[config.mk]
export PLATFORM = sky130hd
export DESIGN_NAME = nmae_sqrt
export DESIGN_NICKNAME = d
export VERILOG_FILES = /design/src/rtl/core/nmae_pkg.sv /design/src/rtl/core/nmae_sqrt.sv
export SDC_FILE = /design/constraint.sdc
export NUM_CORES = 2
export LEC_CHECK = 0
export ABC_AREA = 0
export BUFFER_PORTS_ARGS = -buffer_cell sky130_fd_sc_hd__buf_2
export CAP_MARGIN = 20
export CORE_MARGIN = 3
export CORE_UTILIZATION = 54
export CTS_BUF_LIST = sky130_fd_sc_hd__clkbuf_8
export CTS_CLUSTER_DIAMETER = 50
export DETAILED_ROUTE_END_ITERATION = 8
export GPL_TIMING_DRIVEN = 0
export PLACE_DENSITY = 0.77
export SYNTH_ARGS = -nofsm -noshare
export SYNTH_HDL_FRONTEND = slang
export SYNTH_MEMORY_MAX_BITS = 65536
export SYNTH_SLANG_ARGS = --single-unit
export TNS_END_PERCENT = 100
[constraint.sdc]
create_clock -name clk -period 12.1 [get_ports clk]
set_input_delay 0 -clock clk [delete_from_list [all_inputs] [get_ports clk]]
set_output_delay 0 -clock clk [all_outputs]
set_load 0.005 [all_outputs]
[src/rtl/core/nmae_pkg.sv]
`default_nettype none
package nmae_pkg;

  localparam int unsigned MAX_FRAME_PIXELS_DEF = 1048576;
  localparam int unsigned ANGLE_MAX_Q8         = 46080;
  localparam int unsigned CORDIC_STEPS         = 23;
  localparam int unsigned SQRT_STEPS           = 31;
  localparam int unsigned DIV_STEPS            = 8;
  localparam int unsigned FRONT_STAGES         = 4;
  localparam logic [15:0] CAP_RESET            = 16'd2560;
  // 180 degrees in Q16
  localparam int          HALF_TURN_Q16        = 11796480;

  typedef enum logic [2:0] {
    CLS_BOTH_EMPTY = 3'd0,
    CLS_GUESS_ONLY = 3'd1,
    CLS_TRUTH_ONLY = 3'd2,
    CLS_INLIER     = 3'd3,
    CLS_OUTLIER    = 3'd4
  } pix_class_t;

  typedef struct packed {
    logic no_truth;
    logic no_guess;
    logic last;
  } tag_t;

  typedef struct packed {
    tag_t        tag;
    logic        dneg;
    logic [17:0] dabs;
    logic [35:0] c2;
  } front_t;

  typedef struct packed {
    tag_t        tag;
    logic        dneg;
    logic [17:0] dabs;
    logic [30:0] root;
  } sqrt_t;

  typedef struct packed {
    tag_t               tag;
    logic               dneg;
    logic signed [25:0] z;
  } cord_t;

  typedef struct packed {
    tag_t        tag;
    logic [15:0] angle;
    logic [7:0]  grey;
  } grade_t;

  // atan(2^-i) in degrees, Q16
  function automatic logic [21:0] atan_q16(input int unsigned i);
    logic [21:0] v;
    case (i)
      0:       v = 22'd2949120;
      1:       v = 22'd1740967;
      2:       v = 22'd919879;
      3:       v = 22'd466945;
      4:       v = 22'd234379;
      5:       v = 22'd117304;
      6:       v = 22'd58666;
      7:       v = 22'd29335;
      8:       v = 22'd14668;
      9:       v = 22'd7334;
      10:      v = 22'd3667;
      11:      v = 22'd1833;
      12:      v = 22'd917;
      13:      v = 22'd458;
      14:      v = 22'd229;
      15:      v = 22'd115;
      16:      v = 22'd57;
      17:      v = 22'd29;
      18:      v = 22'd14;
      19:      v = 22'd7;
      20:      v = 22'd4;
      21:      v = 22'd2;
      22:      v = 22'd1;
      default: v = 22'd0;
    endcase
    return v;
  endfunction

endpackage
`default_nettype wire

[src/rtl/core/nmae_sqrt.sv]
`default_nettype none
module nmae_sqrt (
  input  wire logic             clk,
  input  wire logic             rst_n,
  input  wire logic             in_valid,
  output logic                  in_ready,
  input  wire nmae_pkg::front_t in_data,
  output logic                  out_valid,
  input  wire logic             out_ready,
  output nmae_pkg::sqrt_t       out_data
);

  localparam int N = nmae_pkg::SQRT_STEPS;

  logic [N-1:0]   v_r;
  logic [N:0]     rdy;
  nmae_pkg::tag_t tag_r  [N];
  logic           dneg_r [N];
  logic [17:0]    dabs_r [N];
  logic [61:0]    rad_r  [N];
  logic [32:0]    rem_r  [N];
  logic [30:0]    root_r [N];

  assign rdy[N] = out_ready;
  for (genvar k = 0; k < N; k++) begin : g_rdy
    assign rdy[k] = !v_r[k] || rdy[k+1];
  end
  assign in_ready  = rdy[0];
  assign out_valid = v_r[N-1];

  always_ff @(posedge clk) begin
    if (!rst_n) begin
      v_r <= '0;
    end else begin
      for (int k = 0; k < N; k++) begin
        if (rdy[k]) v_r[k] <= (k == 0) ? in_valid : v_r[k-1];
      end
    end
  end

  // one root bit per stage, two radicand bits consumed each time
  for (genvar k = 0; k < N; k++) begin : g_stage
    nmae_pkg::tag_t tag_i;
    logic           dneg_i;
    logic [17:0]    dabs_i;
    logic [61:0]    rad_i;
    logic [32:0]    rem_i;
    logic [30:0]    root_i;
    logic [34:0]    cur;
    logic [34:0]    trial;
    logic           take;

    if (k == 0) begin : g_first
      assign tag_i  = in_data.tag;
      assign dneg_i = in_data.dneg;
      assign dabs_i = in_data.dabs;
      assign rad_i  = {in_data.c2, 26'd0};
      assign rem_i  = '0;
      assign root_i = '0;
    end else begin : g_next
      assign tag_i  = tag_r[k-1];
      assign dneg_i = dneg_r[k-1];
      assign dabs_i = dabs_r[k-1];
      assign rad_i  = rad_r[k-1];
      assign rem_i  = rem_r[k-1];
      assign root_i = root_r[k-1];
    end

    assign cur   = {rem_i, rad_i[61:60]};
    assign trial = {2'b00, root_i, 2'b01};
    assign take  = cur >= trial;

    always_ff @(posedge clk) begin
      if (rdy[k]) begin
        tag_r[k]  <= tag_i;
        dneg_r[k] <= dneg_i;
        dabs_r[k] <= dabs_i;
        rad_r[k]  <= {rad_i[59:0], 2'b00};
        rem_r[k]  <= take ? 33'(cur - trial) : cur[32:0];
        root_r[k] <= {root_i[29:0], take};
      end
    end
  end

  assign out_data.tag  = tag_r[N-1];
  assign out_data.dneg = dneg_r[N-1];
  assign out_data.dabs = dabs_r[N-1];
  assign out_data.root = root_r[N-1];

endmodule
`default_nettype wire

# After elaboration in Yosys (flattened, before gate mapping)
# Memories as Yosys holds them, arrays and structs flattened.
# Index checks and enable logic that the tools add are counted.
# classes
n_addsub	31
order_cmp	31
n_mux	93
n_reduce_logical	62
# op_table
operator	n
$ge A35 B33 Y1	30
$mux W33	31
$sub A33 B33 Y33	30
$mux W1	62
$logic_not A1 Y1	31
$logic_or A1 B1 Y1	31
$sub A2 B1 Y3 const B	1
$ge A2 B1 Y1 const B	1
# totals
reg_bits	31
mem_bits_rw	4526
in_bits	62
out_inout_bits	55
wordCells	254
n_memories	6
# mem_list
name	words	width	rd	rd_clocked_by_memory_dff	wr	line	source
rad_r	31	60	30	0	31	nmae_sqrt.sv:20	logic [61:0] rad_r [N];
rem_r	31	33	30	0	31	nmae_sqrt.sv:21	logic [32:0] rem_r [N];
root_r	31	31	31	0	31	nmae_sqrt.sv:22	logic [30:0] root_r [N];
dabs_r	31	18	31	0	31	nmae_sqrt.sv:19	logic [17:0] dabs_r [N];
tag_r	31	3	31	0	31	nmae_sqrt.sv:17	nmae_pkg::tag_t tag_r [N];
dneg_r	31	1	31	0	31	nmae_sqrt.sv:18	logic dneg_r [N];

# Longest topological paths before layout
# depth
word_depth	34
ltp_mapped	14
mapped_depth_nobuf	12

# Worst setup path before layout
# Ideal clock, no wire load.
# synth_timing
path_kind	flip-flop to flip-flop
start	reg v_r[30]
end	mem dabs_r[5][10], in the netlist dabs_r[0][100] (enable)
setup_ns	1.048
arrival_time_ns	4.946
t_required_ns	11.052
setup_slack_ns	6.106
path_stages_with_launch	9
path_buffers	2
period_less_slack_ns	5.994
path_cell_list	dfxtp_1 > and3b_1 > clkbuf_1 > and3_1 > inv_1 > nor4_1 > and4_1 > clkbuf_1 > nand3_1
# synth_rtl
item	line	source
from (decl)	nmae_sqrt.sv:15	logic [N-1:0] v_r;
from (signal, indexed assignment)	nmae_sqrt.sv:36	if (rdy[k]) v_r[k] <= (k == 0) ? in_valid : v_r[k-1];
to (decl)	nmae_sqrt.sv:19	

# Final worst setup path
# layout_timing
start	reg v_r[30]
end	out in_ready
# layout_via
elab_chain_len	32
# layout_rtl
item	line	source
$logic_not A1 Y1	nmae_sqrt.sv:26	assign rdy[k] = !v_r[k] || rdy[k+1];
$logic_or A1 B1 Y1 (6 in series)	nmae_sqrt.sv:26	
via rdy[25]	nmae_sqrt.sv:16	logic [N:0] rdy;
$logic_or A1 B1 Y1 (25 in series)	nmae_sqrt.sv:26	
to (decl)	nmae_sqrt.sv:6	output logic in_ready,
# The timed path passes the listed nets, and every way through them passes these cells.

==> summary.md <==
| Metric | Value |
|---|---|
| Worst-path clk slew | `0.06 ns` |
| Worst clock skew | `0.0912 ns` |
| Worst vdd ir | `0.162 mV` |
| Critical path required time | `12.10 ns` |
| Layout area overhead | `12.3%` |
| First-pass GRT wire length | `356 mm` |
| Top cell family by delay on the critical path | `simple AND/OR/NAND/NOR gates` |
| Final setup TNS | `0 ns` |
| Vias | `67168` |
| Mapped cell area | `0.111 mm2` |
| CP Cell Sequence | `and3b_1, clkbuf_1, and3_1, inv_4, nor4_1, buf_2, and4_1, clkbuf_1, and4_1, and2_1, and3_1, nand2_4, buf_16, buf_2` |
| Grt ovf | `0` |
| Setup Fix Bufs, Post-CTS | `0` |
| Port bufs | `116` |
| Max FO, Critical Path | `61` |
| Drt drc | `0` |
| Hold EP | `dabs_r[0][6]$_DFFE_PP_` |
| Clock buffer depth | `4` |
| Drt first pass iters | `7` |
| Seq/Total Area, Yosys | `0.662` |
| CP Capture Type | `primary output` |
| Most common cell after layout, fill and taps aside | `edfxtp_1` |
| Main synth FF type | `edfxtp_1` |
| Die X | `458 um` |
| Core Util, Final | `0.612` |
| CTS tree | `built` |
| Worst R2R Setup Slack | `7.43 ns` |
| Crit-path slowest cell | `clkbuf_1` |
| Worst Tran Pin Value | `1.04 ns` |
| Syn nets | `8908` |
| Initial Utilization | `0.545` |
| TritonCTS Sinks | `2445` |
| Core footprint | `0.203 mm2` |
| Yosys warns | `0` |
| CTS resizes | `0` |
| Detailed Route WL | `224 mm` |
| Outcome | `completed` |
| Final Cell Area | `0.124 mm2` |
| Ys async rst share | `0` |
| Tmin final | `5.21 ns` |
| CP max stage delay | `0.40 ns` |
| Die area | `0.210 mm2` |
| Vias in the first global route | `67826` |
| Pin count of the biggest net entering global routing | `77` |
| Final hold vios | `0` |
| RR Startpoint | `rem_r[1][66]$_SDFFCE_PP0P_` |
| Gate Count Post-Synth | `8331` |
| Global placement routability congestion | `0.916` |
| Die H | `458 um` |
| Critical Path AT | `5.21 ns` |
| Number of max-slew violations in the final report | `0` |
| Power per cell area | `172 mW/mm2` |
| Commonest cells after routing, fill and taps aside | `2414 x edfxtp_1, 784 x inv_1, 624 x nand2_1` |
| Site row count | `165` |
| FF-to-FF path depth | `12` |
| Syn avg cell area | `13.3 um2` |
| Layout cells sized above 1 | `0.0907` |
| DRT iter0 DRCs | `4910` |
| Htree depth | `5` |
| Wirelength per Cell | `18.7 um` |
| Total Routing Usage GR | `0.212` |
| Synth unique cells | `93` |
| HP Class | `in2reg` |
| Top Ports | `117` |
| Unrepaired setup endpoints after global routing | `no` |
| Max Cap Viol | `0` |
| Flip-flop and latch count after synthesis | `2445` |
| Placed cell area | `0.115 mm2` |
| Min-delay src | `in_data[42]` |
| Maximum clock rate | `192 MHz` |
| Hold path depth | `3` |
| Post-synth EDFFs | `2414` |
| Via/cell ratio | `5.61` |
| Dpl hpwl | `160 mm` |
| # hold bufs at CTS | `125` |
| Root Buffer | `clkbuf_8` |
| Endpoints failing setup | `0` |
| Final hold slack | `0.162 ns` |
| Worst Path Class, Setup | `reg2out` |
| R2r endpoint | `rem_r[1][111]$_DFFE_PP_` |
| Leak Pwr | `50.6 nW` |
| Detail Route Antenna Nets | `0` |
| Final Cycle Share | `0.431` |
| Nets | `9587` |
| Num CTS Buffers | `401` |
| Initial antenna violation count | `1` |
| CP Buf/Inv Count | `6` |
| Worst-Skew Late Latency | `1.06 ns` |
| Crit start category | `register` |
| Slew margin rel. | `0.301` |
-- worst max path at each step --
stage | start | end | slack, ns | cells past startpoint
2_1_floorplan | v_r[30]$_SDFFE_PN0P_ | dabs_r[0][100]$_DFFE_PP_ | 6.11 | 8
3_3_place_gp | v_r[30]$_SDFFE_PN0P_ | rem_r[0][193]$_DFFE_PP_ | 3.58 | 8
3_5_place_dp | v_r[30]$_SDFFE_PN0P_ | rem_r[0][58]$_DFFE_PP_ | 7.11 | 12
4_1_cts | v_r[30]$_SDFFE_PN0P_ | in_ready | 6.12 | 13
5_1_grt | v_r[30]$_SDFFE_PN0P_ | in_ready | 6.54 | 14
6_report | v_r[30]$_SDFFE_PN0P_ | in_ready | 6.89 | 14
-- logic make-up (layout without fill, tap and decap cells) --
group           after synthesis  after routing  share of synthesized area
compound gates             1623           1623                     0.0911
xor+xnor                    720            720                     0.0571
fa+ha+maj                   515            515                     0.0591
buf+inv                     840           1817                     0.0294
flops                      2445           2445                      0.662
mux                          73             73                    0.00730
other cells                   1              4                  0.0000339
simple gates               2114           2114                     0.0944
-- tightest hold or removal path, stage by stage --
cell and delay, ns:
dlygate4sd3_1 0.51, buf_2 0.09, dlygate4sd3_1 0.52
-- routing by layer --
layer,track usage,vias up,routed length [um]
met5,0,-,0
met4,0.0895,0,8610
met3,0.0347,544,11000
met2,0.376,1927,115000
met1,0.256,32484,89800
li1,-,32213,-
-- report_power, final --
part	total (mW)	switching [mW]	leakage [nW]	internal, mW
combinational	2.94	1.63	22.1	1.32
sequential	11.7	0.881	24.3	10.8
clock	6.68	3.14	4.19	3.54
total	21.3	5.65	50.6	15.6
-- cell type report --
class / instances / area (um2)
Sequential cell: 2445 / 73100
Inverter: 694 / 2640
Fill cell: 15091 / 78600
Multi-Input combinational cell: 5046 / 34300
Buffer: 146 / 642
Clock buffer: 407 / 5600
Timing Repair Buffer: 276 / 2710
Tap cell: 2672 / 3340
Clock inverter: 294 / 1760
Antenna cell: 3 / 7.51
-- registers in the layout (all words and copies together) (netlist names) --
name,count
rem_r,930
dabs_r,558
rad_r,306
tag_r,93
root_r,496
dneg_r,31
v_r,31
-- stage by stage --
stage,instances,setup slack (ns),power [mW]
2_1_floorplan,8331,6.11,13.7
3_3_place_gp,11119,3.58,14.6
3_5_place_dp,11152,7.11,14.7
4_1_cts,11978,6.12,21.5
5_1_grt,11982,6.54,22.4
6_report,11983,6.89,21.3
-- cells in the mapped netlist, drive strengths merged, types with 13 or more instances --
master	count	area, um2
nand2	635	2380
mux2	61	687
xor2	400	3500
nor2	454	1700
a21o	171	1280
and4	14	123
a21oi	409	2050
nor4b	14	123
or4	66	518
a31oi	48	300
inv	690	2590
nor4	113	728
and3	54	338
dfxtp	31	621
o31ai	62	465
nor2b	60	375
ha	503	6290
o21bai	53	398
a211o	19	166
nand3	118	591
buf	35	225
or2	40	250
and2	33	206
xnor2	320	2800
o21a	116	871
o21ai	510	2550
edfxtp	2414	72500
o211ai	33	253
a211oi	47	358
clkbuf	111	417
nor3b	24	180
a21boi	31	233
or3	102	639
a2111oi	13	120
nand2b	81	507
nor3	208	1050
nand4	52	325
nand3b	18	135
Note: power is estimated with default switching activity, not from simulation.
