### src/rtl/core/nmae_pkg.sv
`default_nettype none
package nmae_pkg;

  localparam int unsigned MAX_FRAME_PIXELS_DEF = 1048576;
  localparam int unsigned ANGLE_MAX_Q8         = 46080;
  localparam int unsigned CORDIC_STEPS         = 23;
  localparam int unsigned SQRT_STEPS           = 31;
  localparam int unsigned DIV_STEPS            = 8;
  localparam int unsigned FRONT_STAGES         = 4;
  localparam logic [15:0] CAP_RESET            = 16'd2560;
  // 180 degrees in Q16
  localparam int          HALF_TURN_Q16        = 11796480;

  typedef enum logic [2:0] {
    CLS_BOTH_EMPTY = 3'd0,
    CLS_GUESS_ONLY = 3'd1,
    CLS_TRUTH_ONLY = 3'd2,
    CLS_INLIER     = 3'd3,
    CLS_OUTLIER    = 3'd4
  } pix_class_t;

  typedef struct packed {
    logic no_truth;
    logic no_guess;
    logic last;
  } tag_t;

  typedef struct packed {
    tag_t        tag;
    logic        dneg;
    logic [17:0] dabs;
    logic [35:0] c2;
  } front_t;

  typedef struct packed {
    tag_t        tag;
    logic        dneg;
    logic [17:0] dabs;
    logic [30:0] root;
  } sqrt_t;

  typedef struct packed {
    tag_t               tag;
    logic               dneg;
    logic signed [25:0] z;
  } cord_t;

  typedef struct packed {
    tag_t        tag;
    logic [15:0] angle;
    logic [7:0]  grey;
  } grade_t;

  // atan(2^-i) in degrees, Q16
  function automatic logic [21:0] atan_q16(input int unsigned i);
    logic [21:0] v;
    case (i)
      0:       v = 22'd2949120;
      1:       v = 22'd1740967;
      2:       v = 22'd919879;
      3:       v = 22'd466945;
      4:       v = 22'd234379;
      5:       v = 22'd117304;
      6:       v = 22'd58666;
      7:       v = 22'd29335;
      8:       v = 22'd14668;
      9:       v = 22'd7334;
      10:      v = 22'd3667;
      11:      v = 22'd1833;
      12:      v = 22'd917;
      13:      v = 22'd458;
      14:      v = 22'd229;
      15:      v = 22'd115;
      16:      v = 22'd57;
      17:      v = 22'd29;
      18:      v = 22'd14;
      19:      v = 22'd7;
      20:      v = 22'd4;
      21:      v = 22'd2;
      22:      v = 22'd1;
      default: v = 22'd0;
    endcase
    return v;
  endfunction

endpackage
`default_nettype wire

### src/rtl/core/nmae_front.sv
`default_nettype none
module nmae_front (
  input  wire logic            clk,
  input  wire logic            rst_n,
  input  wire logic            in_valid,
  output logic                 in_ready,
  input  wire logic [7:0]      t_r_i,
  input  wire logic [7:0]      t_g_i,
  input  wire logic [7:0]      t_b_i,
  input  wire logic [7:0]      g_r_i,
  input  wire logic [7:0]      g_g_i,
  input  wire logic [7:0]      g_b_i,
  input  wire logic            last_i,
  output logic                 out_valid,
  input  wire logic            out_ready,
  output nmae_pkg::front_t     out_data
);

  localparam int N = nmae_pkg::FRONT_STAGES;

  logic [N-1:0] v_r;
  logic [N:0]   rdy;

  // stage ready chain: a stage loads when empty or when its successor moves
  assign rdy[N] = out_ready;
  for (genvar k = 0; k < N; k++) begin : g_rdy
    assign rdy[k] = !v_r[k] || rdy[k+1];
  end
  assign in_ready  = rdy[0];
  assign out_valid = v_r[N-1];

  always_ff @(posedge clk) begin
    if (!rst_n) begin
      v_r <= '0;
    end else begin
      for (int k = 0; k < N; k++) begin
        if (rdy[k]) v_r[k] <= (k == 0) ? in_valid : v_r[k-1];
      end
    end
  end

  // decode components
  logic signed [9:0] tx10, ty10, gx10, gy10;
  logic signed [8:0] t0, t1, t2, g0, g1, g2;
  assign tx10 = $signed({1'b0, t_r_i, 1'b0}) - 10'sd255;
  assign ty10 = $signed({1'b0, t_g_i, 1'b0}) - 10'sd255;
  assign gx10 = $signed({1'b0, g_r_i, 1'b0}) - 10'sd255;
  assign gy10 = $signed({1'b0, g_g_i, 1'b0}) - 10'sd255;
  assign t0 = tx10[8:0];
  assign t1 = ty10[8:0];
  assign t2 = $signed({1'b0, t_b_i});
  assign g0 = gx10[8:0];
  assign g1 = gy10[8:0];
  assign g2 = $signed({1'b0, g_b_i});

  // stage 0: component products
  logic signed [17:0] p_r [9];
  nmae_pkg::tag_t     tag0_r, tag1_r, tag2_r;

  always_ff @(posedge clk) begin
    if (rdy[0]) begin
      p_r[0] <= t0 * g0;
      p_r[1] <= t1 * g1;
      p_r[2] <= t2 * g2;
      p_r[3] <= t1 * g2;
      p_r[4] <= t2 * g1;
      p_r[5] <= t2 * g0;
      p_r[6] <= t0 * g2;
      p_r[7] <= t0 * g1;
      p_r[8] <= t1 * g0;
      tag0_r.no_truth <= (t_r_i | t_g_i | t_b_i) == 8'd0;
      tag0_r.no_guess <= (g_r_i | g_g_i | g_b_i) == 8'd0;
      tag0_r.last     <= last_i;
    end
  end

  // stage 1: dot product and cross product
  logic signed [18:0] dot;
  logic signed [18:0] cx19, cy19, cz19;
  logic signed [17:0] cx_r, cy_r, cz_r;
  logic               dneg1_r;
  logic [17:0]        dabs1_r;
  logic [18:0]        dmag;

  assign dot  = 19'(p_r[0]) + 19'(p_r[1]) + 19'(p_r[2]);
  assign cx19 = 19'(p_r[3]) - 19'(p_r[4]);
  assign cy19 = 19'(p_r[5]) - 19'(p_r[6]);
  assign cz19 = 19'(p_r[7]) - 19'(p_r[8]);
  assign dmag = dot[18] ? 19'(-dot) : dot;

  always_ff @(posedge clk) begin
    if (rdy[1]) begin
      cx_r    <= cx19[17:0];
      cy_r    <= cy19[17:0];
      cz_r    <= cz19[17:0];
      dneg1_r <= dot[18];
      dabs1_r <= dmag[17:0];
      tag1_r  <= tag0_r;
    end
  end

  // stage 2: squares of the cross product
  logic signed [35:0] sqx, sqy, sqz;
  logic [33:0]        sx_r, sy_r, sz_r;
  logic               dneg2_r;
  logic [17:0]        dabs2_r;

  assign sqx = cx_r * cx_r;
  assign sqy = cy_r * cy_r;
  assign sqz = cz_r * cz_r;

  always_ff @(posedge clk) begin
    if (rdy[2]) begin
      sx_r    <= sqx[33:0];
      sy_r    <= sqy[33:0];
      sz_r    <= sqz[33:0];
      dneg2_r <= dneg1_r;
      dabs2_r <= dabs1_r;
      tag2_r  <= tag1_r;
    end
  end

  // stage 3: squared cross magnitude
  nmae_pkg::front_t o_r;
  always_ff @(posedge clk) begin
    if (rdy[3]) begin
      o_r.c2   <= 36'(sx_r) + 36'(sy_r) + 36'(sz_r);
      o_r.dneg <= dneg2_r;
      o_r.dabs <= dabs2_r;
      o_r.tag  <= tag2_r;
    end
  end

  assign out_data = o_r;

endmodule
`default_nettype wire

### config.mk
export PLATFORM = sky130hd
export DESIGN_NAME = nmae_front
export DESIGN_NICKNAME = d
export VERILOG_FILES = /design/src/rtl/core/nmae_pkg.sv /design/src/rtl/core/nmae_front.sv
export SDC_FILE = /design/constraint.sdc
export NUM_CORES = 2
export LEC_CHECK = 0
export BUFFER_PORTS_ARGS = -buffer_cell sky130_fd_sc_hd__buf_4
export CELL_PAD_IN_SITES_DETAIL_PLACEMENT = 1
export CELL_PAD_IN_SITES_GLOBAL_PLACEMENT = 1
export CORE_ASPECT_RATIO = 0.75
export CORE_MARGIN = 5
export CORE_UTILIZATION = 25
export DETAILED_ROUTE_END_ITERATION = 7
export GPL_TIMING_DRIVEN = 1
export PLACE_DENSITY = 0.53
export SYNTH_ARGS = -nofsm -noshare
export SYNTH_HDL_FRONTEND = slang
export SYNTH_SLANG_ARGS = --single-unit
export TNS_END_PERCENT = 20
### constraint.sdc
create_clock -name clk -period 7.18 [get_ports clk]
set_input_delay 1.436 -clock clk [delete_from_list [all_inputs] [get_ports clk]]
set_output_delay 1.436 -clock clk [all_outputs]
set_load 0.05 [all_outputs]
Yosys cells after proc, flatten, opt, wreduce, memory -nomap -nowiden --
Memory sizes are Yosys's and may differ from the RTL's. Cells that the tools add are included.
Storage, ports and cells: bits in registers 265, input bits 53, memories kept 1, word-level logic and storage cells 71, bits in writable memories 162, output and inout bits 60
Memory list:
- p_r | words 9, bits a word 18, read ports 9, clocked after memory_dff 0, wr ports 9, line nmae_front.sv:57 | logic signed [17:0] p_r [9];
Cells by class: add/subtract/negate cells 12, multipliers 12, multiplexer cells 3, bitwise operators 4, reduce and logical (&&, ||, !) cells 10
Operator list (number):
- 9-bit by 9-bit multiplier with 18-bit output | 8
- 18-bit by 18-bit multiplier with 34-bit output | 3
- 18-bit subtractor | 3
- 35-bit by 34-bit adder with 36-bit output | 1
- 9-bit by 8-bit subtractor with 9-bit output (second input constant) | 4
- 34-bit by 34-bit adder with 35-bit output | 1
- 8-bit OR | 4
- 18-bit by 18-bit adder with 19-bit output | 1
- 19-bit by 18-bit adder with 19-bit output | 1
- 18-bit 2-to-1 mux | 1
- 18-bit negator | 1
- 8-bit zero test | 2
- 8-bit by 8-bit multiplier with 16-bit output | 1
- 1-bit zero test | 4
- 1-bit logical OR | 4
- 1-bit 2-to-1 mux | 2

Longest topological paths before layout --
depth in word-level cells 7, gate-level depth with buffers 27, gate-level depth less buffers 24

Worst setup path after synthesis --
OpenSTA, ideal clock, no wires.
kind input -> output, start point in out_ready, end point out in_ready, stages 3, arrival time 5.323 ns, data required time 5.744 ns, slack 0.421 ns, buffers on the path 0, path through nor2b_1 -> and3_1 -> nand2_1
On the way: cells in the longest elaborated chain, start to end 4
RTL lines:
- start: declaration | line nmae_front.sv:15 | input wire logic out_ready,
- 1-bit logical OR (4 in a row) | line nmae_front.sv:27 | assign rdy[k] = !v_r[k] || rdy[k+1];
- end: declaration | line nmae_front.sv:6 | output logic in_ready,
Every way passes these cells.

Final worst setup path --
start point reg cy_r[1], end point reg sy_r[27] (data pin)
On the way: cells in the longest elaborated chain, start to end 1
RTL lines:
- start: declaration | line nmae_front.sv:80 | logic signed [17:0] cx_r, cy_r, cz_r;
- start signal: assignment | line nmae_front.sv:94 | cy_r <= cy19[17:0];
- 18-bit by 18-bit multiplier with 34-bit output | line nmae_front.sv:109 | assign sqy = cy_r * cy_r;
- named net sqy[27] | line nmae_front.sv:103 | logic signed [35:0] sqx, sqy, sqz;
- end signal: assignment | line nmae_front.sv:115 | sy_r <= sqy[33:0];
- end: declaration | line nmae_front.sv:104 | logic [33:0] sx_r, sy_r, sz_r;
The timed path passes the listed nets, and every way through them passes these cells. A chain may end at the register's enable or synchronous reset.

==> metrics.txt <==
# setup viols final=0; Worst Hold Class=reg2reg; Worst-Margin Slew=0.998 ns; crit path time final=6.82 ns; WP data required=about 7.6 ns; WL/cell=about 18 µm; Die X=between 600 and 700 µm; Post-DP HPWL=around 170000 µm; nets=slightly below 10000; syn avg cell area=around 10 µm²; fmax=147 MHz; skew final=0.0971 ns; slew margin rel.=33.5%; full die area=between 0.3 and 0.4 mm²; GPL Wtd Cong=approximately 0.8; Num CTS Buffers=between 50 and 60; initial antenna violation count=32; worst r2r src=cy_r[1]; Net Count, Synth=9484; Worst Setup SP=cy_r[1]; Yosys warning count=0; DRT Pass-1 Iters=7; Core Area=between 0.2 and 0.3 mm²; vias=a little under 50000; RSZ-0062 raised after global routing=false; status=complete, no violations; CP Class=reg2reg; Max Cap Violations=0; Remaining DRCs=0; Setup crit end=sy_r[27]; CP max FO=14; share of cells above drive strength 1=6.33%; first-pass GRT wire length=325000 µm; GR Util All Layers=between 10% and 20%; Worst-Skew Late Latency=roughly 0.70 ns; Initial Util=between 20% and 30%; largest net degree at the start of global routing=between 50 and 60; FF-to-FF End=sy_r[27]; IO Count=113; register area share after synthesis=16.9%; Worst-path clk slew=roughly 0.06 ns; drt first-iter violations=approximately 2400; synthesis-to-layout area growth=11.9%; synthesis-stage register bit count=between 400 and 500; CTS tree=done; GR Overflow Total=0; Worst R2R Path Depth=24; DRT antenna net count=0; hold violation total from the final report=0; CTS Sinks=just over 400; number of synthesized flops with an enable pin=between 400 and 500; Worst setup SP type=flop; final setup TNS=0 ns; Slew Viols, Final=0; WP data arrival=~7 ns; reg-to-reg setup timing slack=between 0.3 and 0.4 ns; final WL=~200000 µm; Synth Flop Type=edfxtp_1; async set-reset flop share out of synthesis=0%; Max clock buf depth=3; PortBufs=~110; CTS root buf=clkbuf_16; vias in the first global route=~56000; vias per cell=approximately 4.2; Tcrit/Tclk final=95.1%; chip height=between 400 and 500 µm; cell count after synthesis=7267; cell row count=about 170; Mapped Area=0.0727 mm²; CTS H-Tree Depth=2; endpoint class of the critical path=flop; post-synth cell types=87
[registers in the layout, indices dropped and copies added, names as in the netlist]
name      cells
dneg1_r       1
tag2_r        3
dabs1_r      18
cx_r         18
cy_r         17
tag1_r        3
v_r           4
sz_r         31
cz_r         17
sx_r         33
out_data     57
dabs2_r      18
p_r         154
dneg2_r       1
tag0_r        3
sy_r         32
[repair_timing]
action,in CTS,in global routing
resized for setup,0,4
buffers inserted,0,7
hold buffers,0,0
setup endpoints to repair,0,9
[cell type report]
| type | instances | area, µm² |
|---|---|---|
| tap | 3892 | 4870 |
| clock buffer | 57 | 1340 |
| clock inverter | 43 | 622 |
| multi-input combinational | 4717 | 52400 |
| antenna | 8 | 20.0 |
| timing repair buffer | 313 | 2450 |
| fill | 33100 | 208000 |
| inverter | 1960 | 7360 |
| sequential | 410 | 12300 |
[metal layers]
layer | vias to the layer above | track usage (%) | wire, µm
met5 | - | 0 | 0
li1 | 22400 | - | -
met3 | 132 | 1.84 | 8610
met1 | 24900 | 20.8 | 103000
met2 | 721 | 21.0 | 86300
met4 | 0 | 2.19 | 3220
[worst min path at each step]
stage	start	end	slack (ns)	depth (start not counted)
4_1_cts	dabs1_r[17]	dabs2_r[17]	0.42	0
2_1_floorplan	dabs1_r[0]	dabs2_r[0]	0.40	0
6_report	dabs2_r[3]	out_data[39]	0.41	0
3_5_place_dp	tag2_r[2]	out_data[57]	0.41	0
5_1_grt	dabs2_r[3]	out_data[39]	0.41	0
3_3_place_gp	dabs1_r[0]	dabs2_r[0]	0.40	0
[Yosys cell counts (14+ instances only)]
master    instances  area [µm²]
fa_1           1389       27800
o21bai_1         31         233
a21boi_0         14         105
nor2b_1          62         388
and3_1           23         144
xor2_1           66         578
o21ai_0          89         445
o31a_1           16         140
xnor2_1         310        2720
ha_1            775        9700
or2_2            22         138
a21o_1           72         541
and2_1          372        2330
or3_1            19         119
a21oi_1         170         851
inv_1          1958        7350
o21a_1           56         420
nor2_1          263         987
edfxtp_1        406       12200
o41ai_1          18         158
nand2b_1         37         231
clkbuf_1        173         649
a31o_2           14         123
nand3_1          31         155
nor3_1           60         300
o211ai_1         16         120
a211oi_1         16         120
nand2_1         653        2450
[per-stage QoR]
stage	hold WS (ns)	std cells	area [µm²]	setup slack (ns)	util, %
2_1_floorplan	0.400	7267	72700	0.421	-
3_3_place_gp	0.404	11300	79200	0.266	27.4
3_5_place_dp	0.406	11300	79200	0.209	27.4
4_1_cts	0.415	11400	81200	0.200	28.0
5_1_grt	0.412	11400	81300	0.0160	28.1
6_report	0.414	11400	81300	0.355	28.1
[layout by cell type (no fill, tap or decap), types with 14 or more instances in the layout]
master	count
clkbuf_16	53
nand2_1	650
a211oi_1	16
xnor2_1	310
o21bai_1	31
nand3_1	31
xor2_1	66
nor3_1	60
a21boi_0	14
and2_1	372
o21a_1	56
a21o_1	72
edfxtp_1	406
inv_1	1956
a31o_2	14
and3_1	23
o41ai_1	18
a21oi_1	170
or2_2	22
fa_1	1389
nor2_1	263
nor2b_1	62
ha_1	775
nand2b_1	37
o211ai_1	16
o31a_1	16
o21ai_0	87
buf_4	304
or3_1	19
[cells by family after synthesis]
family	after synthesis	synth area share [%]
other	1	0.00516
and+or+nand+nor	1578	10.3
muxes	5	0.0740
AOI/OAI and AO/OA	593	5.51
buffers and inverters	2140	11.1
xor gates and xnor gates	376	4.53
DFF	410	16.9
adders and majority gates	2164	51.6
[worst max-delay path: stages, from the launching register on]
cell	delay, ns
edfxtp_1	0.70
buf_4	0.29
and2_1	0.16
fa_1	0.56
inv_1	0.07
fa_1	0.50
inv_1	0.04
ha_1	0.27
ha_1	0.27
ha_1	0.28
inv_1	0.05
fa_1	0.42
inv_1	0.06
ha_1	0.16
inv_1	0.07
fa_1	0.46
nor2b_1	0.19
o31a_1	0.27
o21ai_1	0.13
a21boi_1	0.30
o211ai_1	0.24
a21oi_1	0.22
nand2b_1	0.13
a211oi_1	0.07
nor3_1	0.65
Power is not shown: default switching activity piles up to over one toggle a cycle in this logic, so the estimate is an artifact.
