==> config.mk <==
export PLATFORM = sky130hd
export DESIGN_NAME = nmae_grade
export DESIGN_NICKNAME = d
export VERILOG_FILES = /design/src/rtl/core/nmae_pkg.sv /design/src/rtl/core/nmae_grade.sv
export SDC_FILE = /design/constraint.sdc
export NUM_CORES = 1
export LEC_CHECK = 0
export BUFFER_PORTS_ARGS = -buffer_cell sky130_fd_sc_hd__buf_2
export CAP_MARGIN = 20
export CORE_MARGIN = 1
export CORE_UTILIZATION = 45
export CTS_CLUSTER_DIAMETER = 100
export DETAILED_ROUTE_END_ITERATION = 16
export PLACE_DENSITY = 0.6
export SLEW_MARGIN = 0
export SYNTH_ARGS = -nofsm -noshare
export SYNTH_HDL_FRONTEND = slang
export SYNTH_SLANG_ARGS = --single-unit
==> constraint.sdc <==
create_clock -name clk -period 11.52 [get_ports clk]
set_input_delay 2.304 -clock clk [delete_from_list [all_inputs] [get_ports clk]]
set_output_delay 2.304 -clock clk [all_outputs]
set_load 0.02 [all_outputs]
==> src/rtl/core/nmae_pkg.sv <==
`default_nettype none
package nmae_pkg;

  localparam int unsigned MAX_FRAME_PIXELS_DEF = 1048576;
  localparam int unsigned ANGLE_MAX_Q8         = 46080;
  localparam int unsigned CORDIC_STEPS         = 23;
  localparam int unsigned SQRT_STEPS           = 31;
  localparam int unsigned DIV_STEPS            = 8;
  localparam int unsigned FRONT_STAGES         = 4;
  localparam logic [15:0] CAP_RESET            = 16'd2560;
  // 180 degrees in Q16
  localparam int          HALF_TURN_Q16        = 11796480;

  typedef enum logic [2:0] {
    CLS_BOTH_EMPTY = 3'd0,
    CLS_GUESS_ONLY = 3'd1,
    CLS_TRUTH_ONLY = 3'd2,
    CLS_INLIER     = 3'd3,
    CLS_OUTLIER    = 3'd4
  } pix_class_t;

  typedef struct packed {
    logic no_truth;
    logic no_guess;
    logic last;
  } tag_t;

  typedef struct packed {
    tag_t        tag;
    logic        dneg;
    logic [17:0] dabs;
    logic [35:0] c2;
  } front_t;

  typedef struct packed {
    tag_t        tag;
    logic        dneg;
    logic [17:0] dabs;
    logic [30:0] root;
  } sqrt_t;

  typedef struct packed {
    tag_t               tag;
    logic               dneg;
    logic signed [25:0] z;
  } cord_t;

  typedef struct packed {
    tag_t        tag;
    logic [15:0] angle;
    logic [7:0]  grey;
  } grade_t;

  // atan(2^-i) in degrees, Q16
  function automatic logic [21:0] atan_q16(input int unsigned i);
    logic [21:0] v;
    case (i)
      0:       v = 22'd2949120;
      1:       v = 22'd1740967;
      2:       v = 22'd919879;
      3:       v = 22'd466945;
      4:       v = 22'd234379;
      5:       v = 22'd117304;
      6:       v = 22'd58666;
      7:       v = 22'd29335;
      8:       v = 22'd14668;
      9:       v = 22'd7334;
      10:      v = 22'd3667;
      11:      v = 22'd1833;
      12:      v = 22'd917;
      13:      v = 22'd458;
      14:      v = 22'd229;
      15:      v = 22'd115;
      16:      v = 22'd57;
      17:      v = 22'd29;
      18:      v = 22'd14;
      19:      v = 22'd7;
      20:      v = 22'd4;
      21:      v = 22'd2;
      22:      v = 22'd1;
      default: v = 22'd0;
    endcase
    return v;
  endfunction

endpackage
`default_nettype wire

==> src/rtl/core/nmae_grade.sv <==
`default_nettype none
module nmae_grade (
  input  wire logic            clk,
  input  wire logic            rst_n,
  input  wire logic [15:0]     cap,
  input  wire logic            in_valid,
  output logic                 in_ready,
  input  wire nmae_pkg::cord_t in_data,
  output logic                 out_valid,
  input  wire logic            out_ready,
  output nmae_pkg::grade_t     out_data
);

  localparam int D = nmae_pkg::DIV_STEPS;
  localparam int N = D + 1;

  logic [N-1:0]   v_r;
  logic [N:0]     rdy;
  nmae_pkg::tag_t tag_r [N];
  logic [15:0]    ang_r [N];
  logic [23:0]    rem_r [N];
  logic [D-1:0]   quo_r [N];
  logic           sat_r [N];

  assign rdy[N] = out_ready;
  for (genvar k = 0; k < N; k++) begin : g_rdy
    assign rdy[k] = !v_r[k] || rdy[k+1];
  end
  assign in_ready  = rdy[0];
  assign out_valid = v_r[N-1];

  always_ff @(posedge clk) begin
    if (!rst_n) begin
      v_r <= '0;
    end else begin
      for (int k = 0; k < N; k++) begin
        if (rdy[k]) v_r[k] <= (k == 0) ? in_valid : v_r[k-1];
      end
    end
  end

  // stage 0: fold the obtuse case, round to Q8.8, clamp
  logic signed [27:0] zf;
  logic [26:0]        zr;
  logic [18:0]        q;
  logic [15:0]        ang;
  logic [23:0]        num;

  assign zf  = in_data.dneg ? 28'(nmae_pkg::HALF_TURN_Q16) - 28'(in_data.z)
                            : 28'(in_data.z);
  assign zr  = zf[27] ? 27'd0 : zf[26:0] + 27'd128;
  assign q   = zr[26:8];
  assign ang = (q > 19'(nmae_pkg::ANGLE_MAX_Q8)) ? 16'(nmae_pkg::ANGLE_MAX_Q8) : q[15:0];
  assign num = {ang, 8'd0} - 24'(ang);

  always_ff @(posedge clk) begin
    if (rdy[0]) begin
      tag_r[0] <= in_data.tag;
      ang_r[0] <= ang;
      rem_r[0] <= num;
      quo_r[0] <= '0;
      sat_r[0] <= num >= {cap, 8'd0};
    end
  end

  // grey quotient, one bit per stage, most significant first
  for (genvar j = 1; j < N; j++) begin : g_div
    localparam int B = D - j;
    logic [23:0] dv;
    logic        take;
    assign dv   = 24'(cap) << B;
    assign take = rem_r[j-1] >= dv;

    always_ff @(posedge clk) begin
      if (rdy[j]) begin
        tag_r[j] <= tag_r[j-1];
        ang_r[j] <= ang_r[j-1];
        sat_r[j] <= sat_r[j-1];
        rem_r[j] <= take ? rem_r[j-1] - dv : rem_r[j-1];
        quo_r[j] <= quo_r[j-1] | (D'(take) << B);
      end
    end
  end

  assign out_data.tag   = tag_r[N-1];
  assign out_data.angle = ang_r[N-1];
  assign out_data.grey  = sat_r[N-1] ? 8'd255 : 8'(quo_r[N-1]);

endmodule
`default_nettype wire

=== Word level (Yosys, flattened, before mapping) ===
Memory sizes are Yosys's and may differ from the RTL's.
Index checks and enable logic that the tools add are counted.

* Flip-flop bits (word level): 9
* Bits in writable memories: 468
* Output and inout bits: 29
* Word-level logic and storage cells: 91
* Memories: 5

{| class="wikitable"
|+ Memories
! name !! words !! bits a word !! rd ports !! clocked after memory_dff !! write ports !! RTL line !! text
|-
| rem_r || 9 || 24 || 8 || 0 || 9 || nmae_grade.sv:21 || <nowiki>logic [23:0] rem_r [N];</nowiki>
|-
| ang_r || 9 || 16 || 9 || 0 || 9 || nmae_grade.sv:20 || <nowiki>logic [15:0] ang_r [N];</nowiki>
|-
| quo_r || 9 || 8 || 9 || 0 || 9 || nmae_grade.sv:22 || <nowiki>logic [D-1:0] quo_r [N];</nowiki>
|-
| tag_r || 9 || 3 || 9 || 0 || 9 || nmae_grade.sv:19 || <nowiki>nmae_pkg::tag_t tag_r [N];</nowiki>
|-
| sat_r || 9 || 1 || 9 || 0 || 9 || nmae_grade.sv:23 || <nowiki>logic sat_r [N];</nowiki>
|}

* Add/sub/neg operators: 11
* Order comparisons: 10
* Multiplexer cells: 30
* Bitwise gates (word level): 8
* Reduce and logical (&&, ||, !) cells: 18

{| class="wikitable"
|+ Operators by type and width
! operator !! number
|-
| 24-bit two-way mux || 8
|-
| 24-bit by 16-bit subtractor with 24-bit output || 2
|-
| 28-bit two-way mux || 1
|-
| 27-bit by 8-bit adder with 27-bit output (second input constant) || 1
|-
| 27-bit two-way mux || 1
|-
| 25-bit by 26-bit subtractor with 27-bit output (first input constant) || 1
|-
| 24-bit by 16-bit >= comparator with 1-bit output || 1
|-
| 24-bit by 17-bit >= comparator with 1-bit output || 1
|-
| 24-bit by 18-bit >= comparator with 1-bit output || 1
|-
| 24-bit by 19-bit >= comparator with 1-bit output || 1
|-
| 24-bit by 20-bit >= comparator with 1-bit output || 1
|-
| 24-bit by 21-bit >= comparator with 1-bit output || 1
|-
| 24-bit by 22-bit >= comparator with 1-bit output || 1
|-
| 24-bit by 23-bit >= comparator with 1-bit output || 1
|-
| 24-bit >= comparator || 1
|-
| 24-bit by 17-bit subtractor with 24-bit output || 1
|-
| 24-bit by 18-bit subtractor with 24-bit output || 1
|-
| 24-bit by 19-bit subtractor with 24-bit output || 1
|-
| 24-bit by 20-bit subtractor with 24-bit output || 1
|-
| 24-bit by 21-bit subtractor with 24-bit output || 1
|-
| 24-bit by 22-bit subtractor with 24-bit output || 1
|-
| 24-bit by 23-bit subtractor with 24-bit output || 1
|-
| 19-bit by 16-bit greater-than comparator with 1-bit output (second input constant) || 1
|-
| 1-bit two-way mux || 18
|-
| 12 further kinds || 28
|}

=== Longest topological paths before layout ===
Gate-level depths: netlist (run 1).

* Depth in word-level cells: 12
* Mapped depth: 36
* Gate-level depth less buffers: 35

=== Least setup slack after synthesis (run 1) ===
Ideal clock, no wire load.

* Kind: input to register
* Start point: in in_data[7] (netlist name)
* End point: mem sat_r[0][0] (data pin)
* Arrival time: 8.751 ns
* Data required time: 11.255 ns
* Path slack: 2.504 ns
* Stages: 32
* Buffers on the path: 2
* Cell sequence: buf_2 or4_4 o41ai_4 nand4_2 a22o_1 or4_4 or4b_1 a21oi_1 a31o_2 a31o_2 clkbuf_1 and3_1 inv_1 ha_1 a21o_1 o41ai_1 a21boi_1 o41ai_4 nand3_1 xnor2_1 ha_1 a21oi_1 nor2b_1 o21ai_0 nand2b_1 a21oi_1 nor2b_1 o21ai_0 nand2b_1 a21oi_1 o31a_1 o41ai_2

{| class="wikitable"
|+ RTL lines
! what !! RTL line !! text
|-
| from (decl) || nmae_grade.sv:8 || <nowiki>input wire nmae_pkg::cord_t in_data,</nowiki>
|-
| to (decl) || nmae_grade.sv:23 ||
|}

==> results by stage, run 1 <==
Setup path:
- STA puts the critical path data required time at approximately 12 ns.
- The most frequent cell on the critical path is sky130_fd_sc_hd__a21oi_1.
- Along the worst path, the maximum fanout reaches 17.
- The slowest stage of the critical path is the sky130_fd_sc_hd__o311ai_2 cell.
- The critical path data arrival time is approximately 9.8 ns.
- The path type of the worst setup path is in2reg.
- The type of element capturing the critical path is a flop.
- The type of origin of the critical path is a primary input.
- The largest incremental delay on the critical path is 0.60 ns.

Clock tree:
- The number of levels in the clock H-tree is 2.
- The CTS tree is built.
- Clock-pin slew was measured on the worst setup and hold paths at 0.06 ns.
- The post-cts repair resize count is 0.
- The clock passes through at most 3 buffers.
- The post-CTS setup repair buffer count is 0.
- The cell sitting at the root of the clock tree is a sky130_fd_sc_hd__clkbuf_16.
- At the later pin of the worst-skew pair, clock insertion delay measures 0.58 ns.
- The number of buffers inserted during clock tree synthesis is 43.
- For this design, the CTS-stage hold fixing added 0 buffers.
- The clock sink count is about 400.

Status:
- The run finished with clean final reports.

STA:
- Subtracting the final worst setup slack from the clock period gives 9.45 ns.
- The maximum clock skew at final layout is 0.0146 ns.
- The final count of pins violating max slew is 0.
- Setup repair after global routing left no endpoint under its margin.
- Setup violations remaining at the end of the flow were counted as 0.
- The setup TNS after final layout is 0 ns.
- The fraction of the cycle the final worst path needs is 0.821.
- The number of hold violations in the final report was 0.
- Derived from the worst setup path, the maximum achievable clock frequency is 0.106 GHz.
- The remaining max-slew budget at the tightest pin is 0.303.
- At the pin with the least slew margin, the transition time is 1.04 ns.

Synth:
- The share of synthesized area in the top cell type comes to 0.538.
- Counting flops with a built-in enable in the synthesized netlist gives 400.
- Yosys mapped the design onto 84 distinct sky130hd cell types.
- After synthesis, the cell types taking the most area are sky130_fd_sc_hd__edfxtp_1, sky130_fd_sc_hd__ha_1, sky130_fd_sc_hd__xnor2_1, sky130_fd_sc_hd__a21oi_1, sky130_fd_sc_hd__o21ai_0.
- The net count after synthesis is 2,159.
- The number of register bits inferred by synthesis is 409.
- Synthesis produced 1,949 cells.
- The predominant post-synthesis flop cell is sky130_fd_sc_hd__edfxtp_1.
- The number of synthesis warnings is 0.
- The largest total area in the synthesized netlist belongs to sky130_fd_sc_hd__edfxtp_1.
- Dividing the synthesized area by the synthesized cell count gives 11.5 µm².
- The mapped netlist covers 22,300 µm².
- Of the synthesized area, sequential elements account for 0.546.
- For this run, asynchronously set or reset flops after synthesis account for 0.

Global routing:
- Entering global routing, the biggest net connects 51 pins.
- The global-route wire length before repair is approximately 76,000 µm.
- The initial antenna violation count came to 0.
- The via count of the first global-routing pass came to 14,900.
- After global routing the overflow that remains totals 0.
- Across every metal layer, demand over resource in global routing totals 0.189.

Flow run:
- The max-cap violation count is 0.

Power:
- The areal power density over the cells is 245 nW/µm².
- The maximum VDD drop is 0.000116 V.
- The analysis attributes to cell leakage a power of 0.00982 µW.

Layout:
- Relative to the synthesized area, the layout overhead comes to 11.3%.
- The repair_antennas step left the layout with diodes totalling 0.
- The net count of the finished layout is 2,239.
- Fill cells in the final layout number 4,257.
- The ratio of cells with drive above 1 in the final layout is 0.109.
- The final cell utilization of the core is 0.508.

Die:
- The area of the die is 50,500 µm².
- Measured along the y axis, the die boundary spans 225 µm.
- The total area inside the core boundary comes to 49,000 µm².
- 79 I/O pins were placed.
- In this run the horizontal extent of the chip is 225 µm.
- The initial utilization of the core area, before any placement, comes to 0.456.
- After floorplanning, the core was divided into 81 placement rows.

Drt:
- The DRC violation count after routing is 0.
- The final route contains 14,800 vias.
- Dividing the detail-routed wire length by the instance count gives 17.2 µm.
- The first-iteration detailed-routing DRC count is 773.
- In the routed layout, each cell is associated on average with a via count of 5.43.
- Once detail routing completed, the nets flagged for antenna violations numbered 0.
- After detailed routing, the total wire length is roughly 47,000 µm.
- The pre-antenna-repair detailed-routing pass consisted of 5 iterations.

Placed design:
- In this run the tool buffered the top-level ports with 78 buffer cells.
- The detailed placement HPWL is 35,800 µm.
- The global placer's final weighted congestion is 0.876.

Hold path:
- The class of the worst hold path is reg2reg.
-- layer usage --
| metal | part of all wire | track usage | vias up |
|---|---|---|---|
| met1 | 0.43 | 0.226 | 7085 |
| met5 | 0 | 0 | - |
| met2 | 0.51 | 0.347 | 216 |
| met3 | 0.030 | 0.0266 | 76 |
| li1 | - | - | 7421 |
| met4 | 0.026 | 0.0617 | 0 |
-- stage by stage --
stage          instance area [µm²]  total power, µW  worst slack (ns)  std cells  hold WS, ns
2_1_floorplan                22300             4200              2.50       1949        0.400
5_1_grt                      24800             6520              1.42       2725        0.413
3_3_place_gp                 23400             4650              1.65       2644        0.400
6_report                     24800             6090              2.07       2725        0.410
4_1_cts                      24800             6120              2.18       2721        0.415
3_5_place_dp                 23400             4720              1.57       2644        0.405
-- area by class of cell --
class	count	area [µm²]	area share
clock buffers	49	1100	0.0442
clock inverters	28	293	0.0118
inverters	136	510	0.0205
multi-input cells	1345	9360	0.377
flip-flops and latches	409	12200	0.491
well taps	664	831	0.0334
repair buffers	94	568	0.0229
-- cells by family after synthesis --
logic type | Yosys count | share of synthesized area
buffers and inverters | 195 | 0.0366
muxes | 16 | 0.00796
AOI/OAI and AO/OA | 476 | 0.138
and+or+nand+nor | 567 | 0.130
xor gates and xnor gates | 126 | 0.0494
adders and majority gates | 160 | 0.0920
DFF | 409 | 0.546
-- power breakdown --
part | leakage, µW | total (µW) | internal [µW] | switching (µW)
registers | 0.00438 | 2500 | 2270 | 230
clock network | 0.000691 | 1380 | 803 | 576
logic | 0.00475 | 2220 | 984 | 1230
total | 0.00982 | 6090 | 4050 | 2040
-- worst paths after layout --
check | from | to | slack, ns | depth (start not counted)
setup / recovery | in_data[9] | sat_r[0][0]$_DFFE_PP_ | 2.07 | 31
hold / removal | ang_r[0][74]$_DFFE_PP_ | ang_r[0][90]$_DFFE_PP_ | 0.41 | 0
setup reg to reg | rem_r[0][146]$_DFFE_PP_ | rem_r[0][187]$_DFFE_PP_ | 7.05 | 14
hold reg to reg | ang_r[0][74]$_DFFE_PP_ | ang_r[0][90]$_DFFE_PP_ | 0.41 | 0
-- cells in the final DEF, fill, tap and decap left out, drive strengths merged, types with 12 or more instances in the layout --
master	n
o21a	24
and3	12
mux2	14
buf	94
nand2b	31
nor4	27
xor2	41
inv	137
nand4	30
nor2b	36
nor2	143
or4	13
a21oi	146
edfxtp	400
o21ai	126
clkbuf	49
a31oi	13
a21o	27
clkinv	22
nand3	40
or3	12
or2	21
a21boi	28
ha	153
o31ai	25
nand2	125
nor3	43
xnor2	85
-- cell usage after synthesis (13+ instances only) --
| library cell | count |
|---|---|
| sky130_fd_sc_hd__o31ai_1 | 25 |
| sky130_fd_sc_hd__nand3_1 | 40 |
| sky130_fd_sc_hd__or2_2 | 21 |
| sky130_fd_sc_hd__nor2b_1 | 36 |
| sky130_fd_sc_hd__xnor2_1 | 85 |
| sky130_fd_sc_hd__a21oi_1 | 146 |
| sky130_fd_sc_hd__inv_1 | 136 |
| sky130_fd_sc_hd__buf_4 | 21 |
| sky130_fd_sc_hd__mux2_2 | 14 |
| sky130_fd_sc_hd__nor4_1 | 24 |
| sky130_fd_sc_hd__nand4_1 | 29 |
| sky130_fd_sc_hd__o21ai_0 | 125 |
| sky130_fd_sc_hd__a31oi_1 | 13 |
| sky130_fd_sc_hd__clkbuf_1 | 32 |
| sky130_fd_sc_hd__nand2b_1 | 31 |
| sky130_fd_sc_hd__nand2_1 | 125 |
| sky130_fd_sc_hd__a21boi_0 | 27 |
| sky130_fd_sc_hd__ha_1 | 153 |
| sky130_fd_sc_hd__a21o_1 | 27 |
| sky130_fd_sc_hd__nor3_1 | 42 |
| sky130_fd_sc_hd__o21a_1 | 24 |
| sky130_fd_sc_hd__edfxtp_1 | 400 |
| sky130_fd_sc_hd__nor2_1 | 142 |
| sky130_fd_sc_hd__xor2_1 | 41 |
-- worst max-delay path, delay by kind of cell --
family,cells,cell delay [ns]
xor gates and xnor gates,1,0.31
and+or+nand+nor,10,2.13
AOI/OAI and AO/OA,16,4.10
buffers and inverters,2,0.23
adders and majority gates,2,0.66
-- flip-flops by register name (all words and copies together), names as in the netlist --
| name | cells |
|---|---|
| ang_r | 136 |
| quo_r | 36 |
| rem_r | 192 |
| sat_r | 9 |
| tag_r | 27 |
| v_r | 9 |
No activity file was read; power rests on OpenSTA's default activity.
==> inputs of run 2 (changes only) <==
--- a/config.mk
+++ b/config.mk
@@ -11,7 +11,7 @@
 export CORE_UTILIZATION = 45
 export CTS_CLUSTER_DIAMETER = 100
 export DETAILED_ROUTE_END_ITERATION = 16
-export PLACE_DENSITY = 0.6
+export PLACE_DENSITY = 0.62
 export SLEW_MARGIN = 0
 export SYNTH_ARGS = -nofsm -noshare
 export SYNTH_HDL_FRONTEND = slang
==> constraint.sdc (replaced) <==
create_clock -name clk -period 8 [get_ports clk]
set_input_delay 1.6 -clock clk [delete_from_list [all_inputs] [get_ports clk]]
set_output_delay 1.6 -clock clk [all_outputs]
set_load 0.02 [all_outputs]
==> results by stage, run 2 (synthesis results as in run 1) <==
STA:
- Static timing analysis puts the maximum clock frequency at 0.128 GHz.
- The final count of pins violating max slew is 0 (unchanged).
- The maximum clock skew at final layout was 0.00877 ns (-0.00588 ns).
- The actual slew at the worst max-slew pin is 1.04 ns (+0.00326 ns).
- Dividing the final minimum period by the clock period gives 0.974.
- The post-layout minimum cycle time is 7.79 ns.
- Setup repair after global routing could not meet its margin everywhere.
- The remaining max-slew budget at the tightest pin is 0.307 (+0.00373).
- The number of hold violations in the final report was 0 (unchanged).
- The final count of negative-setup-slack endpoints is 0 (unchanged).
- The setup TNS after final layout is 0 ns (unchanged).

Hold path:
- The worst hold path belongs to the class reg2reg.
- The worst hold path begins at ang_r[0][124]$_DFFE_PP_.
- The depth of the worst hold-timing path was 0 (unchanged).
- The worst hold path terminates at ang_r[0][140]$_DFFE_PP_.

Setup path:
- The type of origin of the critical path is a primary input.
- The critical path data arrival time is 8.17 ns (-1.60 ns).
- The maximum fanout along the worst path is 4 (-13).
- In this run the critical register-to-register path is launched from rem_r[0][146]$_DFFE_PP_.
- The end of the worst register-to-register path is rem_r[0][191]$_DFFE_PP_.
- The type of element capturing the critical path is a flop.
- The required arrival time at the worst endpoint is 8.38 ns (-3.45 ns).
- The count of cells along the worst register-to-register path came to 14 (unchanged).
- The slack of the worst reg-to-reg path was 3.61 ns (-3.44 ns).
- The path type of the worst setup path is in2reg.

Power:
- The maximum VDD drop is 0.000162 V (+40%).
- The clock network power share is 0.214 (-0.012).
- The switching portion of total power was 0.330 (-0.00495).
- The switching power total was 2890 µW (+42%).
- The reported leakage power came to 0.0104 µW (+6.2%).
- The post-route total power is 8770 µW (+44%).
- The combinational group share of total power is 0.378 (+0.014).
- The areal power density over the cells is 339 nW/µm² (+38%).
- The sequential cell fraction of total power is 0.408 (-0.002).
- The internal power is 5880 µW (+45%).

Clock tree:
- The clock-pin slew reported for the worst setup and hold paths after clock tree synthesis was 0.06 ns (about the same).
- The clock latency on the worst-skew pair is 0.56 ns (-0.02 ns).
- The count of hold-fix buffers inserted at cts is 0 (unchanged).
- The buffer depth of the longest clock path is 3 (unchanged).
- The library cell used as clock root buffer is sky130_fd_sc_hd__clkbuf_16.
- The clock sink count is 409 (unchanged).
- The number of buffers inserted during clock tree synthesis is 43 (unchanged).
- The CTS tree is built.
- The number of levels in the clock H-tree was 2 (unchanged).

Drt:
- The wire length on met2 is 23,800 µm (-0.93%).
- The DRC violation count after routing is 0 (unchanged).
- The number of vias after detailed routing is 15,300 (+3.1%).
- The first-iteration detailed-routing DRC count was 720 (-6.9%).
- The post-detailed-route via-to-cell ratio is 5.33 (-1.8%).
- The routed length on met3 is 1640 µm (+17%).
- The top layer reached by signal wires is met4.
- The first-pass detailed-route iteration total is 7 (+2).
- The routed length per placed instance is 16.4 µm (-4.6%).
- The final routed wirelength across all metal layers is 46,900 µm (+0.10%).
- The detailed-route wire length on metal 1 was 19,900 µm (-1.6%).
- The post-route antenna net violation count is 0 (unchanged).

Layout:
- Counting flops per register, the top entry is rem_r.
- Leaving out fill and tap cells, the most frequent cell in the layout is sky130_fd_sc_hd__edfxtp_1.
- The largest registers in the layout are rem_r: 192 flops, ang_r: 136 flops, quo_r: 36 flops.
- The count of antenna diodes in the layout is 0 (unchanged).
- The ratio of cells with drive above 1 in the final layout is 0.165 (+0.0562).
- In the layout the commonest cells are sky130_fd_sc_hd__edfxtp_1, sky130_fd_sc_hd__ha_1, sky130_fd_sc_hd__buf_4.
- The flip-flop count of the largest register, all copies and words added came to 192 (unchanged).
- The post-route standard cell area excluding fillers was 25,900 µm² (+4.2%).
- The final cell count without fillers is 2,859 (+4.9%).
- The number of fill cells is 4,143 (-2.7%).
- The net count of the finished layout is 2,374 (+6.0%).
- The area growth from synthesis to final layout is 16.0%.

Die:
- The starting utilization of the core area is 0.456 (unchanged).
- The total I/O pin count is 79 (unchanged).
- The horizontal die dimension is 225 µm (unchanged).
- The height of the die was 225 µm (unchanged).
- The number of cell rows was 81 (unchanged).
- The core outline area is 49,000 µm² (unchanged).
- The area of the die is 50,500 µm² (unchanged).

Placed design:
- The number of placed instances, taps included is 2,777 (+5.0%).
- The number of port buffers came to 78 (unchanged).
- The detailed placement HPWL came to 36,400 µm (+1.7%).
- The global placer's final weighted congestion is 0.895 (+2.2%).
- The cell area reported after detailed placement is 24,400 µm² (+4.5%).

Global routing:
- The global-route wire length before repair came to 75,100 µm (-0.58%).
- The maximum number of pins on one net before global-route repair is 51 (unchanged).
- The total grt overflow is 0 (unchanged).
- The initial antenna violation count is 0 (unchanged).
- The aggregate global-route resource usage came to 0.188 (-0.00102).
- The via count of the first global-routing pass is 15,300 (+2.7%).

Flow run:
- The max-cap violation count came to 0 (unchanged).

Status:
- The flow ran to the end, and the final reports show no timing, DRC or antenna violations.
-- run 2: how the worst max path moves through the flow --
stage	start	endpoint	slack (ns)	depth (start not counted)
4_1_cts	in_data[2]	sat_r[0][0]$_DFFE_PP_	0.03	27
3_5_place_dp	in_data[2]	sat_r[0][0]$_DFFE_PP_	-0.52	27
3_3_place_gp	in_data[2]	sat_r[0][0]$_DFFE_PP_	-0.49	27
5_1_grt	in_data[8]	sat_r[0][0]$_DFFE_PP_	-0.07	27
2_1_floorplan	in_data[2]	sat_r[0][0]$_DFFE_PP_	-0.11	31
6_report	in_data[8]	sat_r[0][0]$_DFFE_PP_	0.21	27
-- run 2: power groups by stage --
stage / sequential [µW] / combinational, µW / clock (µW)
floorplan: 3500 / 2550 / 0
global placement: 3600 / 3180 / 0
detailed placement: 3620 / 3270 / 0
CTS: 3580 / 3290 / 1930
global route: 3650 / 3760 / 2020
finish: 3580 / 3310 / 1880
-- run 2: cell type report --
cell class                 instances  area (µm²)  area share
tap                              664         831      0.0321
clock inverter                    20         194     0.00749
inverter                         136         510      0.0197
timing repair buffer             229        1600      0.0618
multi-input combinational       1345        9440       0.364
clock buffer                      56        1130      0.0438
sequential                       409       12200       0.471
-- run 2: metrics by stage --
stage	hold slack, ns	worst slack (ns)	utilization
5_1_grt	0.418	-0.0693	0.529
2_1_floorplan	0.400	-0.114	-
4_1_cts	0.417	0.0255	0.526
3_5_place_dp	0.405	-0.522	0.499
3_3_place_gp	0.401	-0.485	0.499
6_report	0.413	0.210	0.529
-- run 2: routing by layer --
layer  GRT usage  vias to the layer above
li1            -                     7683
met1       0.220                     7203
met4      0.0731                        0
met2       0.343                      273
met3      0.0293                       93
met5           0                        -
-- run 2: critical path, cell delays in order --
cell and delay, ns:
sky130_fd_sc_hd__buf_2 0.10, sky130_fd_sc_hd__or4_4 0.55, sky130_fd_sc_hd__o41ai_4 0.40, sky130_fd_sc_hd__nand4_2 0.22, sky130_fd_sc_hd__a221o_1 0.44, sky130_fd_sc_hd__xnor2_1 0.14
sky130_fd_sc_hd__a32o_1 0.26, sky130_fd_sc_hd__or4_1 0.52, sky130_fd_sc_hd__a31o_2 0.25, sky130_fd_sc_hd__a31o_4 0.23, sky130_fd_sc_hd__and2_1 0.18, sky130_fd_sc_hd__nand2_1 0.09
sky130_fd_sc_hd__inv_1 0.06, sky130_fd_sc_hd__ha_1 0.21, sky130_fd_sc_hd__a21o_1 0.23, sky130_fd_sc_hd__o41ai_2 0.36, sky130_fd_sc_hd__a21boi_2 0.13, sky130_fd_sc_hd__o41ai_4 0.27
sky130_fd_sc_hd__buf_4 0.19, sky130_fd_sc_hd__nor3b_2 0.18, sky130_fd_sc_hd__xnor2_1 0.12, sky130_fd_sc_hd__ha_1 0.30, sky130_fd_sc_hd__nand4_1 0.13, sky130_fd_sc_hd__nor4_2 0.27
sky130_fd_sc_hd__nand4_1 0.12, sky130_fd_sc_hd__or4_1 0.42, sky130_fd_sc_hd__o41ai_2 0.20
-- run 2: what timing repair did --
item / CTS / global route
buffers inserted: 0 / 2
endpoints found under the setup margin: 0 / 1
resized for setup: 0 / 8
